===== src/hw/rtl/rpbd_pkg.sv =====
`timescale 1ns / 1ps

package rpbd_pkg;

    // Default grid size
    localparam int GRID_WIDTH_DEF  = 256;
    localparam int GRID_HEIGHT_DEF = 256;

    // Field and state widths
    localparam int BYTE_W = 8;
    localparam int COL_W  = 9;
    localparam int LINE_W = 12;
    localparam int CNT_W  = 12;
    localparam int LEN_W  = 9;
    localparam int POS_W  = 8;
    localparam int CFG_W  = 9;
    localparam int IDX_W  = 1;
    // Offsets and sums against a grid of up to 4096 cells
    localparam int CALC_W = 13;
    // Count times ten plus a digit
    localparam int PROD_W = 16;

    localparam logic [CNT_W-1:0]  COUNT_MAX = 12'd4095;
    localparam logic [LINE_W-1:0] LINE_MAX  = 12'd4095;
    localparam logic [COL_W-1:0]  COL_MAX   = 9'd511;

    // Body characters
    localparam logic [BYTE_W-1:0] CHAR_END  = 8'h21;  // '!'
    localparam logic [BYTE_W-1:0] CHAR_LIVE = 8'h6F;  // 'o'
    localparam logic [BYTE_W-1:0] CHAR_DEAD = 8'h62;  // 'b'
    localparam logic [BYTE_W-1:0] CHAR_EOL  = 8'h24;  // '$'
    localparam logic [BYTE_W-1:0] CHAR_0    = 8'h30;  // '0'
    localparam logic [BYTE_W-1:0] CHAR_9    = 8'h39;  // '9'

    // Register indexes
    localparam logic [IDX_W-1:0] REG_PATTERN_WIDTH  = 1'b0;
    localparam logic [IDX_W-1:0] REG_PATTERN_HEIGHT = 1'b1;

    typedef struct packed {
        logic [COL_W-1:0]  column;
        logic [LINE_W-1:0] line;
        logic [CNT_W-1:0]  pending;
    } state_t;

    typedef struct packed {
        logic [POS_W-1:0] grid_row;
        logic [POS_W-1:0] grid_column;
        logic [LEN_W-1:0] run_length;
        logic             cell_alive;
        logic             pattern_end;
        logic             clipped;
    } result_t;

endpackage


===== src/hw/rtl/rle_pattern_body_decoder_top.sv =====
`timescale 1ns / 1ps
// An accepted byte enters the byte register and its result the result register at m_*.
// Throughput: one byte per cycle while the result register is free or being taken;
// the step logic decides one byte per cycle, and digit bytes never wait on m_ready.
// Reset: aresetn (synchronous, active low) clears column, line and count, empties both
// registers and sets pattern width and height to 256.
module rle_pattern_body_decoder_top #(
    parameter int GRID_WIDTH  = rpbd_pkg::GRID_WIDTH_DEF,
    parameter int GRID_HEIGHT = rpbd_pkg::GRID_HEIGHT_DEF
) (
    input  logic                         aclk,
    input  logic                         aresetn,
    // configuration writes
    input  logic                         cfg_wr_en,
    input  logic [rpbd_pkg::IDX_W-1:0]   cfg_index,
    input  logic [rpbd_pkg::CFG_W-1:0]   cfg_data,
    // body byte requests
    input  logic                         s_valid,
    output logic                         s_ready,
    input  logic [rpbd_pkg::BYTE_W-1:0]  s_code_byte,
    // run requests
    output logic                         m_valid,
    input  logic                         m_ready,
    output logic [rpbd_pkg::POS_W-1:0]   m_grid_row,
    output logic [rpbd_pkg::POS_W-1:0]   m_grid_column,
    output logic [rpbd_pkg::LEN_W-1:0]   m_run_length,
    output logic                         m_cell_alive,
    output logic                         m_pattern_end,
    output logic                         m_clipped
);

    // Configuration registers
    logic [rpbd_pkg::CFG_W-1:0] pattern_width_reg, pattern_width_next;
    logic [rpbd_pkg::CFG_W-1:0] pattern_height_reg, pattern_height_next;

    // Byte register in front of the step logic
    logic                        in_valid_reg, in_valid_next;
    logic [rpbd_pkg::BYTE_W-1:0] in_byte_reg, in_byte_next;

    // Decoder position and count
    rpbd_pkg::state_t state_reg, state_next, step_state;

    // Result register
    logic              out_valid_reg, out_valid_next;
    rpbd_pkg::result_t out_reg, out_next, step_result;

    logic step_emit;
    logic out_free;
    logic step_go;

    rpbd_step #(
        .GRID_WIDTH  (GRID_WIDTH),
        .GRID_HEIGHT (GRID_HEIGHT)
    ) u_step (
        .code_byte      (in_byte_reg),
        .state          (state_reg),
        .pattern_width  (pattern_width_reg),
        .pattern_height (pattern_height_reg),
        .state_next     (step_state),
        .emit           (step_emit),
        .result         (step_result)
    );

    // The result slot frees up when its request is taken this cycle
    assign out_free = !out_valid_reg || m_ready;
    // Retire the held byte unless it has a result and the slot is still full
    assign step_go  = in_valid_reg && (!step_emit || out_free);
    assign s_ready  = !in_valid_reg || step_go;

    always_comb begin
        pattern_width_next  = pattern_width_reg;
        pattern_height_next = pattern_height_reg;
        if (cfg_wr_en) begin
            unique case (cfg_index)
                rpbd_pkg::REG_PATTERN_WIDTH:  pattern_width_next  = cfg_data;
                rpbd_pkg::REG_PATTERN_HEIGHT: pattern_height_next = cfg_data;
                default: ;
            endcase
        end

        // Load a new byte or drop the retired one
        in_valid_next = in_valid_reg;
        in_byte_next  = in_byte_reg;
        if (s_ready) begin
            in_valid_next = s_valid;
            in_byte_next  = s_code_byte;
        end

        // Advance position and count only when the byte retires
        state_next = step_go ? step_state : state_reg;

        // Hold the result until taken, then refill from the step logic
        out_valid_next = out_valid_reg && !m_ready;
        out_next       = out_reg;
        if (step_go && step_emit) begin
            out_valid_next = 1'b1;
            out_next       = step_result;
        end
    end

    always_ff @(posedge aclk) begin
        if (!aresetn) begin
            pattern_width_reg  <= rpbd_pkg::CFG_W'(256);
            pattern_height_reg <= rpbd_pkg::CFG_W'(256);
            in_valid_reg       <= 1'b0;
            state_reg          <= '0;
            out_valid_reg      <= 1'b0;
        end else begin
            pattern_width_reg  <= pattern_width_next;
            pattern_height_reg <= pattern_height_next;
            in_valid_reg       <= in_valid_next;
            state_reg          <= state_next;
            out_valid_reg      <= out_valid_next;
        end
    end

    // Payload registers need no reset
    always_ff @(posedge aclk) begin
        in_byte_reg <= in_byte_next;
        out_reg     <= out_next;
    end

    assign m_valid       = out_valid_reg;
    assign m_grid_row    = out_reg.grid_row;
    assign m_grid_column = out_reg.grid_column;
    assign m_run_length  = out_reg.run_length;
    assign m_cell_alive  = out_reg.cell_alive;
    assign m_pattern_end = out_reg.pattern_end;
    assign m_clipped     = out_reg.clipped;

endmodule


===== src/hw/rtl/rpbd_step.sv =====
`timescale 1ns / 1ps

module rpbd_step #(
    parameter int GRID_WIDTH  = rpbd_pkg::GRID_WIDTH_DEF,
    parameter int GRID_HEIGHT = rpbd_pkg::GRID_HEIGHT_DEF
) (
    input  logic [rpbd_pkg::BYTE_W-1:0] code_byte,
    input  rpbd_pkg::state_t            state,
    input  logic [rpbd_pkg::CFG_W-1:0]  pattern_width,
    input  logic [rpbd_pkg::CFG_W-1:0]  pattern_height,
    output rpbd_pkg::state_t            state_next,
    output logic                        emit,
    output rpbd_pkg::result_t           result
);

    localparam int CW     = rpbd_pkg::CALC_W;
    localparam int COL_W  = rpbd_pkg::COL_W;
    localparam int LINE_W = rpbd_pkg::LINE_W;
    localparam int CNT_W  = rpbd_pkg::CNT_W;
    localparam int LEN_W  = rpbd_pkg::LEN_W;
    localparam int PROD_W = rpbd_pkg::PROD_W;
    localparam int POS_W  = rpbd_pkg::POS_W;
    localparam logic [CW-1:0] GW = CW'(GRID_WIDTH);
    localparam logic [CW-1:0] GH = CW'(GRID_HEIGHT);

    logic [CW-1:0]     pw_ext, ph_ext, w_ext, h_ext, dx, dy;
    logic [COL_W-1:0]  w, col, colm, avail, fill;
    logic [CNT_W-1:0]  n;
    logic              line_in;
    logic [3:0]        digit;
    logic [PROD_W-1:0] prod;
    logic [CW-1:0]     col_plus_n, line_plus_n, row_sum, col_sum;
    logic [LEN_W-1:0]  kept;
    logic [COL_W-1:0]  run_col;

    always_comb begin
        pw_ext = CW'(pattern_width);
        ph_ext = CW'(pattern_height);
        w_ext  = (pw_ext > GW) ? GW : pw_ext;
        h_ext  = (ph_ext > GH) ? GH : ph_ext;
        w      = w_ext[COL_W-1:0];
        dx     = (GW - w_ext) >> 1;
        dy     = (GH - h_ext) >> 1;
        n      = (state.pending == '0) ? CNT_W'(1) : state.pending;
        line_in = CW'(state.line) < h_ext;
        col    = state.column;
        colm   = (col < w) ? col : w;
        avail  = w - col;
        fill   = w - colm;
        digit  = 4'(code_byte - rpbd_pkg::CHAR_0);
        prod   = PROD_W'(state.pending) * PROD_W'(10) + PROD_W'(digit);
        col_plus_n  = CW'(col) + CW'(n);
        line_plus_n = CW'(state.line) + CW'(n);

        state_next = state;
        emit       = 1'b0;
        kept       = '0;
        run_col    = col;
        result     = '0;

        if (code_byte >= rpbd_pkg::CHAR_0 && code_byte <= rpbd_pkg::CHAR_9) begin
            state_next.pending = (prod > PROD_W'(rpbd_pkg::COUNT_MAX)) ?
                                 rpbd_pkg::COUNT_MAX : prod[CNT_W-1:0];
        end else if (code_byte == rpbd_pkg::CHAR_LIVE || code_byte == rpbd_pkg::CHAR_DEAD) begin
            emit = 1'b1;
            if (line_in && col < w) begin
                kept = (n < CNT_W'(avail)) ? n[LEN_W-1:0] : LEN_W'(avail);
            end
            result.cell_alive = (code_byte == rpbd_pkg::CHAR_LIVE);
            result.clipped    = CNT_W'(kept) < n;
            // A column already past a shrunk width only needs to stay past it
            if (col > w) begin
                state_next.column = (col_plus_n > CW'(rpbd_pkg::COL_MAX)) ?
                                    rpbd_pkg::COL_MAX : col_plus_n[COL_W-1:0];
            end else if (CNT_W'(avail) > n) begin
                state_next.column = col_plus_n[COL_W-1:0];
            end else begin
                state_next.column = w;
            end
            state_next.pending = '0;
        end else if (code_byte == rpbd_pkg::CHAR_EOL) begin
            emit    = 1'b1;
            run_col = colm;
            kept    = line_in ? LEN_W'(fill) : '0;
            result.clipped = !line_in && (fill != '0);
            state_next.column  = '0;
            state_next.line   = (line_plus_n > CW'(rpbd_pkg::LINE_MAX)) ?
                                rpbd_pkg::LINE_MAX : line_plus_n[LINE_W-1:0];
            state_next.pending = '0;
        end else if (code_byte == rpbd_pkg::CHAR_END) begin
            emit = 1'b1;
            result.pattern_end = 1'b1;
            state_next = '0;
        end

        row_sum = dy + CW'(state.line);
        col_sum = dx + CW'(run_col);
        result.run_length = kept;
        if (kept != '0) begin
            result.grid_row    = row_sum[POS_W-1:0];
            result.grid_column = col_sum[POS_W-1:0];
        end
    end

endmodule


===== config.mk =====
export PLATFORM = sky130hd
export DESIGN_NAME = rle_pattern_body_decoder_top
export DESIGN_NICKNAME = d
export VERILOG_FILES = /design/src/hw/rtl/rpbd_pkg.sv /design/src/hw/rtl/rle_pattern_body_decoder_top.sv /design/src/hw/rtl/rpbd_step.sv
export SDC_FILE = /design/constraint.sdc
export NUM_CORES = 1
export LEC_CHECK = 0
export BUFFER_PORTS_ARGS = -buffer_cell sky130_fd_sc_hd__buf_2
export CAP_MARGIN = 0
export CORE_ASPECT_RATIO = 1.75
export CORE_UTILIZATION = 40
export DETAILED_ROUTE_END_ITERATION = 10
export PLACE_DENSITY = 0.55
export SLEW_MARGIN = 30
export SYNTH_ARGS = -nofsm -noshare
export SYNTH_HDL_FRONTEND = slang
export SYNTH_SLANG_ARGS = --single-unit

===== constraint.sdc =====
create_clock -name aclk -period 5.2 [get_ports aclk]
set_input_delay 0.78 -clock aclk [delete_from_list [all_inputs] [get_ports aclk]]
set_output_delay 0.78 -clock aclk [all_outputs]
set_load 0.01 [all_outputs]

==> out/metrics.csv, run 1 <==
metric,value,unit
run status,finished clean,
adder-cell share of the synthesized area,17.6,%
"antenna viol nets, final",0,
share of final-layout standard cells stronger than drive strength 1,12.7,%
routability congestion estimate,0.999,
synth unique cells,74,
post-CTS setup buffer count,0,
leftover overflow at the end of global routing,0,
top-level port count,53,
total core area,19700,µm²
first drt pass iteration count,5,
worst setup timing slack at the placement stage,0.180,ns
Inserted Clock Buffers,9,
Die Area,20800,µm²
Fin Clk Skew,0.0126,ns
"Hold Vio Cnt, Final",0,
largest net degree at the start of global routing,29,
startpoint-to-endpoint class of the critical path,flop to flop,
All-Layer GR Usage,23.3,%
commonest register cell after synthesis,sky130_fd_sc_hd__dfxtp_1,
fraction of the core area covered by cells at the end of the flow,46.1,%
nets in the synthesized netlist,1111,
biggest cell delay along the critical path,0.48,ns
instance count of the mapped netlist,979,
share of synthesized area spent on multiplexers,1.44,%
wire length per cell after detailed routing,18.0,µm
crit path max fanout,10,
synthesized-area fraction occupied by xor and xnor cells,6.62,%
worst hold slack,0.483,ns
largest family of logic cells by synthesized area,compound AO/OA/AOI/OAI gates,
standard cell with the maximum stage delay on the critical path,sky130_fd_sc_hd__o31ai_4,
final-report max-slew violation count,0,
CTS root buf,sky130_fd_sc_hd__clkbuf_16,
number of antenna diodes,0,
maximum frequency from static timing analysis,205,MHz
number of enable flip-flop cells after synthesis,36,
number of maximum-capacitance violations,0,
area of the mapped netlist,8070,µm²
Final period util,94.0,%
Starting DRT DRC Count,394,
"flip-flop count of the largest register, all copies and words added",33,
"most common cell after layout, fill and taps aside",sky130_fd_sc_hd__nand2_1,
largest buffer count on any clock path,2,
"Setup violations, final",0,
placed instance count,1273,
Synth Area per Inst,8.24,µm²
Layout Nets,1171,
clock transition time at the flip-flop clock pins of the worst setup and hold paths,0.08,ns
normalized max-slew margin,45.7,%
min cycle time layout,4.89,ns
summed negative setup slack over all endpoints,0,ns
starting density of the core,40.9,%
Hold Path Class,flop to flop,
crit-path cells,inv_1 -> nand2_1 -> ha_1 -> fa_1 -> nand2b_1 -> a211o_1 -> o211ai_1 -> inv_1 -> ha_1 -> and3_1 -> o2111ai_1 -> o31ai_4 -> buf_4 -> mux2_2 -> nor2_1 -> ha_1 -> nand4_1 -> a2111o_1 -> nand3_1 -> o211ai_1,
slew at the pin closest to its max-slew limit,0.806,ns
area delta synth->final,12.8,%
number of remaining DRC errors,0,
post-CTS resize count,0,
count of state elements after synthesis,89,
Switching Share,27.6,%
Buf/Inv on CP,3,
# hold bufs at CTS,0,
global-route wire length before repair,36.7,mm
"Arr. time, crit path",4.99,ns
total non-filler cell area in the finished layout,9110,µm²
RSZ-0062 raised after global routing,true,
fraction of the yosys area taken by sequential cells,26.5,%
Fill cells,2011,
element type at the critical path start,flop,
most numerous cell on the critical path,sky130_fd_sc_hd__ha_1,
antenna violations before repair,0,
Rows,68,
I/O Buffers,52,
vias per inst,5.66,
clock network fraction of total power,42.0,%
post-synthesis simple-gate area fraction,20.3,%
clock latency on the worst-skew pair,0.37,ns
number of warning messages in the yosys log,0,
portion of total power attributed to combinational logic,13.7,%
Setup crit end kind,flop,
Final WS setup,0.310,ns
CP required,5.30,ns
area fraction in compound gates after synthesis,23.1,%
clock tree from TritonCTS,done,
number of vias after detailed routing,7297,
die width,109,µm
cell internal power dissipation,1.22,mW
total detailed-routing wirelength,23.3,mm
top cell family by delay on the critical path,compound AO/OA/AOI/OAI gates,
power density relative to cell area,185,nW/µm²
share of power burned in registers,44.3,%
overall power after layout,1.69,mW
reported net switching power,466,µW
VDD IR-drop max,311,µV
sum of net half-perimeters after detailed placement,18.8,mm
clk sink count,89,
static leakage,4.01,nW
"commonest cells after routing, fill and taps aside","sky130_fd_sc_hd__nand2_1, sky130_fd_sc_hd__ha_1, sky130_fd_sc_hd__a21oi_1, sky130_fd_sc_hd__nor2_1, sky130_fd_sc_hd__o21ai_0",
Max H-tree Level,3,
via count of the first global-routing pass,7174,
async set-or-reset flop fraction in the synthesized netlist,0,%
Post-Place Cell Area,8770,µm²
fin cells,1289,
height of the die,190,µm
-- power by group through the flow --
stage / logic, mW / registers, mW / clock network [mW]
detailed placement: 0.228 / 0.763 / 0
global placement: 0.229 / 0.763 / 0
global route: 0.254 / 0.750 / 0.744
floorplan: 0.162 / 0.756 / 0
finish: 0.231 / 0.748 / 0.709
CTS: 0.230 / 0.747 / 0.717
-- logic make-up after synthesis --
group,Yosys count
multiplexers,11
AND/OR/NAND/NOR,335
buffers and inverters,90
XOR/XNOR,61
flip-flops,89
adder cells (fa/ha/maj),109
AO/OA/AOI/OAI,284
-- synthesized netlist by cell type (5+ instances only) --
cell / instances / area share (%)
sky130_fd_sc_hd__dfxtp_1: 53 / 13
sky130_fd_sc_hd__or3_1: 6 / 0.47
sky130_fd_sc_hd__and3_1: 16 / 1.2
sky130_fd_sc_hd__nor2_1: 69 / 3.2
sky130_fd_sc_hd__and2_1: 10 / 0.78
sky130_fd_sc_hd__a31oi_1: 11 / 0.85
sky130_fd_sc_hd__nand4_1: 6 / 0.47
sky130_fd_sc_hd__fa_1: 8 / 2.0
sky130_fd_sc_hd__o21a_1: 13 / 1.2
sky130_fd_sc_hd__o22ai_1: 9 / 0.70
sky130_fd_sc_hd__mux2_2: 5 / 0.70
sky130_fd_sc_hd__a211o_1: 5 / 0.54
sky130_fd_sc_hd__a211oi_1: 8 / 0.74
sky130_fd_sc_hd__clkbuf_1: 34 / 1.6
sky130_fd_sc_hd__o21ai_0: 61 / 3.8
sky130_fd_sc_hd__nand2_1: 116 / 5.4
sky130_fd_sc_hd__o21bai_1: 8 / 0.74
sky130_fd_sc_hd__nor2b_1: 18 / 1.4
sky130_fd_sc_hd__nor3_1: 25 / 1.6
sky130_fd_sc_hd__xor2_1: 30 / 3.3
sky130_fd_sc_hd__nand3b_1: 7 / 0.65
sky130_fd_sc_hd__xnor2_1: 31 / 3.4
sky130_fd_sc_hd__o2111ai_1: 6 / 0.65
sky130_fd_sc_hd__ha_1: 101 / 16
sky130_fd_sc_hd__mux2i_1: 6 / 0.74
sky130_fd_sc_hd__nand2b_1: 7 / 0.54
sky130_fd_sc_hd__a21o_1: 17 / 1.6
sky130_fd_sc_hd__edfxtp_1: 36 / 13
sky130_fd_sc_hd__inv_1: 46 / 2.1
sky130_fd_sc_hd__nand3_1: 26 / 1.6
sky130_fd_sc_hd__o211ai_1: 9 / 0.84
sky130_fd_sc_hd__a21oi_1: 92 / 5.7
-- layout make-up --
type / count / area [µm²] / area share (%)
multi-input cells: 800 / 5590 / 61.4
flip-flops and latches: 89 / 2140 / 23.5
repair buffers: 91 / 566 / 6.21
well taps: 245 / 307 / 3.37
clock buffers: 11 / 275 / 3.02
inverters: 48 / 180 / 1.98
clock inverters: 5 / 46.3 / 0.508
-- worst min-delay path, delay by kind of cell (launching register included) --
kind               cells  cell delay (ns)
DFF                    1             0.33
AOI/OAI and AO/OA      1             0.05
and+or+nand+nor        1             0.06
-- routing by layer --
layer	global-route usage [%]	routed length, µm	up-vias
met3	3.08	527	46
met1	23.5	8930	3422
met4	9.23	736	0
met2	46.2	13100	139
li1	-	-	3690
met5	0	0	-
-- worst paths after layout --
check,startpoint,cells past startpoint,slack (ns),end
worst max-delay path,pattern_width_reg[8],20,0.31,m_clipped
worst min register to register,pattern_width_reg[6],2,0.48,pattern_width_reg[6]
worst min-delay path,pattern_width_reg[6],2,0.48,pattern_width_reg[6]
worst max register to register,pattern_width_reg[8],20,0.31,m_clipped
Power figures use the tool's default switching activity.
==> run 2: changes to the inputs <==
- CORE_ASPECT_RATIO: 1.75 -> 0.7
- PLACE_DENSITY: 0.55 -> 0.53
- clock period: 5.2 -> 5.95 ns (I/O delays scaled with it)
==> out/metrics.csv, run 2 (same netlist as run 1, synthesis figures left out) <==
metric,value,unit,change
run status,"finished, violations left",,
violations in the final reports,DRC,,
global-route wire length before repair,35.4,mm,-3.6%
crit-path cells,inv_1 -> nand2_1 -> ha_1 -> nor2b_1 -> o2111a_1 -> o31a_1 -> o31ai_1 -> nor2_1 -> buf_4 -> o21ai_0 -> ha_1 -> inv_1 -> fa_1 -> a21oi_1 -> o21bai_1 -> xnor2_1 -> and3_1 -> a41oi_1 -> a41oi_4 -> buf_4 -> a21boi_0,,
All-Layer GR Usage,22.3,%,-1.0 points
largest net degree at the start of global routing,30,,+3.4%
power density relative to cell area,167,nW/µm²,-10%
post-CTS resize count,0,,unchanged
share of final-layout standard cells stronger than drive strength 1,9.66,%,-3.1 points
wire length per cell after detailed routing,17.5,µm,-3.2%
clk sink count,89,,unchanged
element type at the critical path start,flop,,
first drt pass iteration count,10,,+5
# hold bufs at CTS,0,,unchanged
"Hold Vio Cnt, Final",0,,unchanged
total core area,19800,µm²,+0.30%
die width,172,µm,+57%
number of remaining DRC errors,2,,+2
sum of net half-perimeters after detailed placement,17.5,mm,-7.3%
normalized max-slew margin,46.0,%,+0.28 points
"Arr. time, crit path",5.55,ns,+0.56 ns
post-CTS setup buffer count,0,,unchanged
number of vias after detailed routing,7180,,-1.6%
starting density of the core,40.8,%,-0.12 points
largest buffer count on any clock path,2,,unchanged
"commonest cells after routing, fill and taps aside","sky130_fd_sc_hd__nand2_1, sky130_fd_sc_hd__ha_1, sky130_fd_sc_hd__a21oi_1, sky130_fd_sc_hd__nor2_1, sky130_fd_sc_hd__o21ai_0",,
antenna violations before repair,1,,+1
clock transition time at the flip-flop clock pins of the worst setup and hold paths,0.07,ns,about the same
Hold Path Class,flop to flop,,
"flip-flop count of the largest register, all copies and words added",33,,unchanged
crit path max fanout,16,,+6
area delta synth->final,10.3,%,
RSZ-0062 raised after global routing,false,,
standard cell with the maximum stage delay on the critical path,sky130_fd_sc_hd__dfxtp_1,,
"Setup violations, final",0,,unchanged
total detailed-routing wirelength,22.4,mm,-3.5%
peak-usage layer in the global routing report,met1,,
Rows,43,,-37%
clock tree from TritonCTS,done,,
number of antenna diodes,0,,unchanged
maximum frequency from static timing analysis,183,MHz,-11%
clock latency on the worst-skew pair,0.36,ns,about the same
I/O Buffers,52,,unchanged
Die Area,20800,µm²,about the same
met2 usage,30.6,%,-16 points
number of maximum-capacitance violations,0,,unchanged
biggest cell delay along the critical path,0.64,ns,+0.16 ns
met3 Resource Use GR,4.04,%,+0.96 points
VDD IR-drop max,92.0,µV,-70%
vias per inst,5.59,,-1.3%
via count of the first global-routing pass,6378,,-11%
top-level port count,53,,unchanged
slew at the pin closest to its max-slew limit,0.806,ns,-0.000655 ns
static leakage,3.86,nW,-3.6%
Fin Clk Skew,0.0111,ns,-0.00149 ns
routability congestion estimate,0.949,,-5.0%
Final period util,91.9,%,-2.2 points
Inserted Clock Buffers,9,,unchanged
summed negative setup slack over all endpoints,0,ns,unchanged
final-report max-slew violation count,0,,unchanged
"antenna viol nets, final",0,,unchanged
Layout Nets,1142,,-2.5%
height of the die,121,µm,-36%
Starting DRT DRC Count,534,,+36%
startpoint-to-endpoint class of the critical path,flop to flop,,
met1 routing resource usage after global routing,35.4,%,+12 points
worst reg2reg setup slack,0.48,ns,+0.17 ns
Setup crit end kind,flop,,
"most common cell after layout, fill and taps aside",sky130_fd_sc_hd__nand2_1,,
min cycle time layout,5.47,ns,+0.576 ns
CP required,6.04,ns,+0.74 ns
leftover overflow at the end of global routing,0,,unchanged
Max H-tree Level,3,,unchanged
fraction of the core area covered by cells at the end of the flow,45.0,%,-1.2 points
CTS root buf,sky130_fd_sc_hd__clkbuf_16,,
==> run 2: area by class of cell <==
class | count | area (µm²)
Multi-Input combinational cell | 800 | 5580
Tap cell | 270 | 338
Sequential cell | 89 | 2140
Fill cell | 2005 | 10900
Clock buffer | 13 | 283
Inverter | 48 | 180
Clock inverter | 3 | 43.8
Timing Repair Buffer | 62 | 335
==> run 2: critical path, delay by kind of cell (launching register included) <==
kind            cells  cell delay (ns)
fa+ha+maj           3             0.84
buf+inv             4             0.74
xor+xnor            1             0.24
simple gates        4             0.65
flops               1             0.64
compound gates      9             2.07
==> run 2: power by group <==
part | total, mW | internal [mW] | switching [mW]
Combinational | 0.187 | 0.0747 | 0.113
Clock | 0.642 | 0.379 | 0.263
Sequential | 0.655 | 0.640 | 0.0157
Total | 1.48 | 1.09 | 0.392
==> run 2: worst paths after layout <==
kind / from / endpoint / depth (start not counted)
worst max-delay path: pattern_width_reg[8] / m_grid_row[1] / 21
worst max register to register: pattern_width_reg[8] / m_grid_row[1] / 21
worst min register to register: state_reg[22] / state_reg[22] / 2
worst min-delay path: state_reg[22] / state_reg[22] / 2
==> run 2: routing by layer <==
metal | vias to the layer above | wire length, µm | share of wire, %
met5 | - | 0 | 0
met2 | 187 | 8750 | 39
met4 | 0 | 166 | 0.74
met1 | 3341 | 12300 | 55
met3 | 12 | 1230 | 5.5
li1 | 3640 | - | -
==> run 2: per-stage QoR <==
step / worst slack [ns] / total power, mW / hold slack [ns] / cell area (µm²) / instances
final: 0.484 / 1.48 / 0.484 / 8900 / 1285
after global routing: 0.0466 / 1.54 / 0.508 / 8900 / 1285
after CTS: 0.451 / 1.49 / 0.491 / 8900 / 1285
after detailed placement: 0.476 / 0.853 / 0.478 / 8570 / 1269
after global placement: 0.563 / 0.857 / 0.461 / 8570 / 1269
after floorplan: 1.05 / 0.803 / 0.436 / 8070 / 979
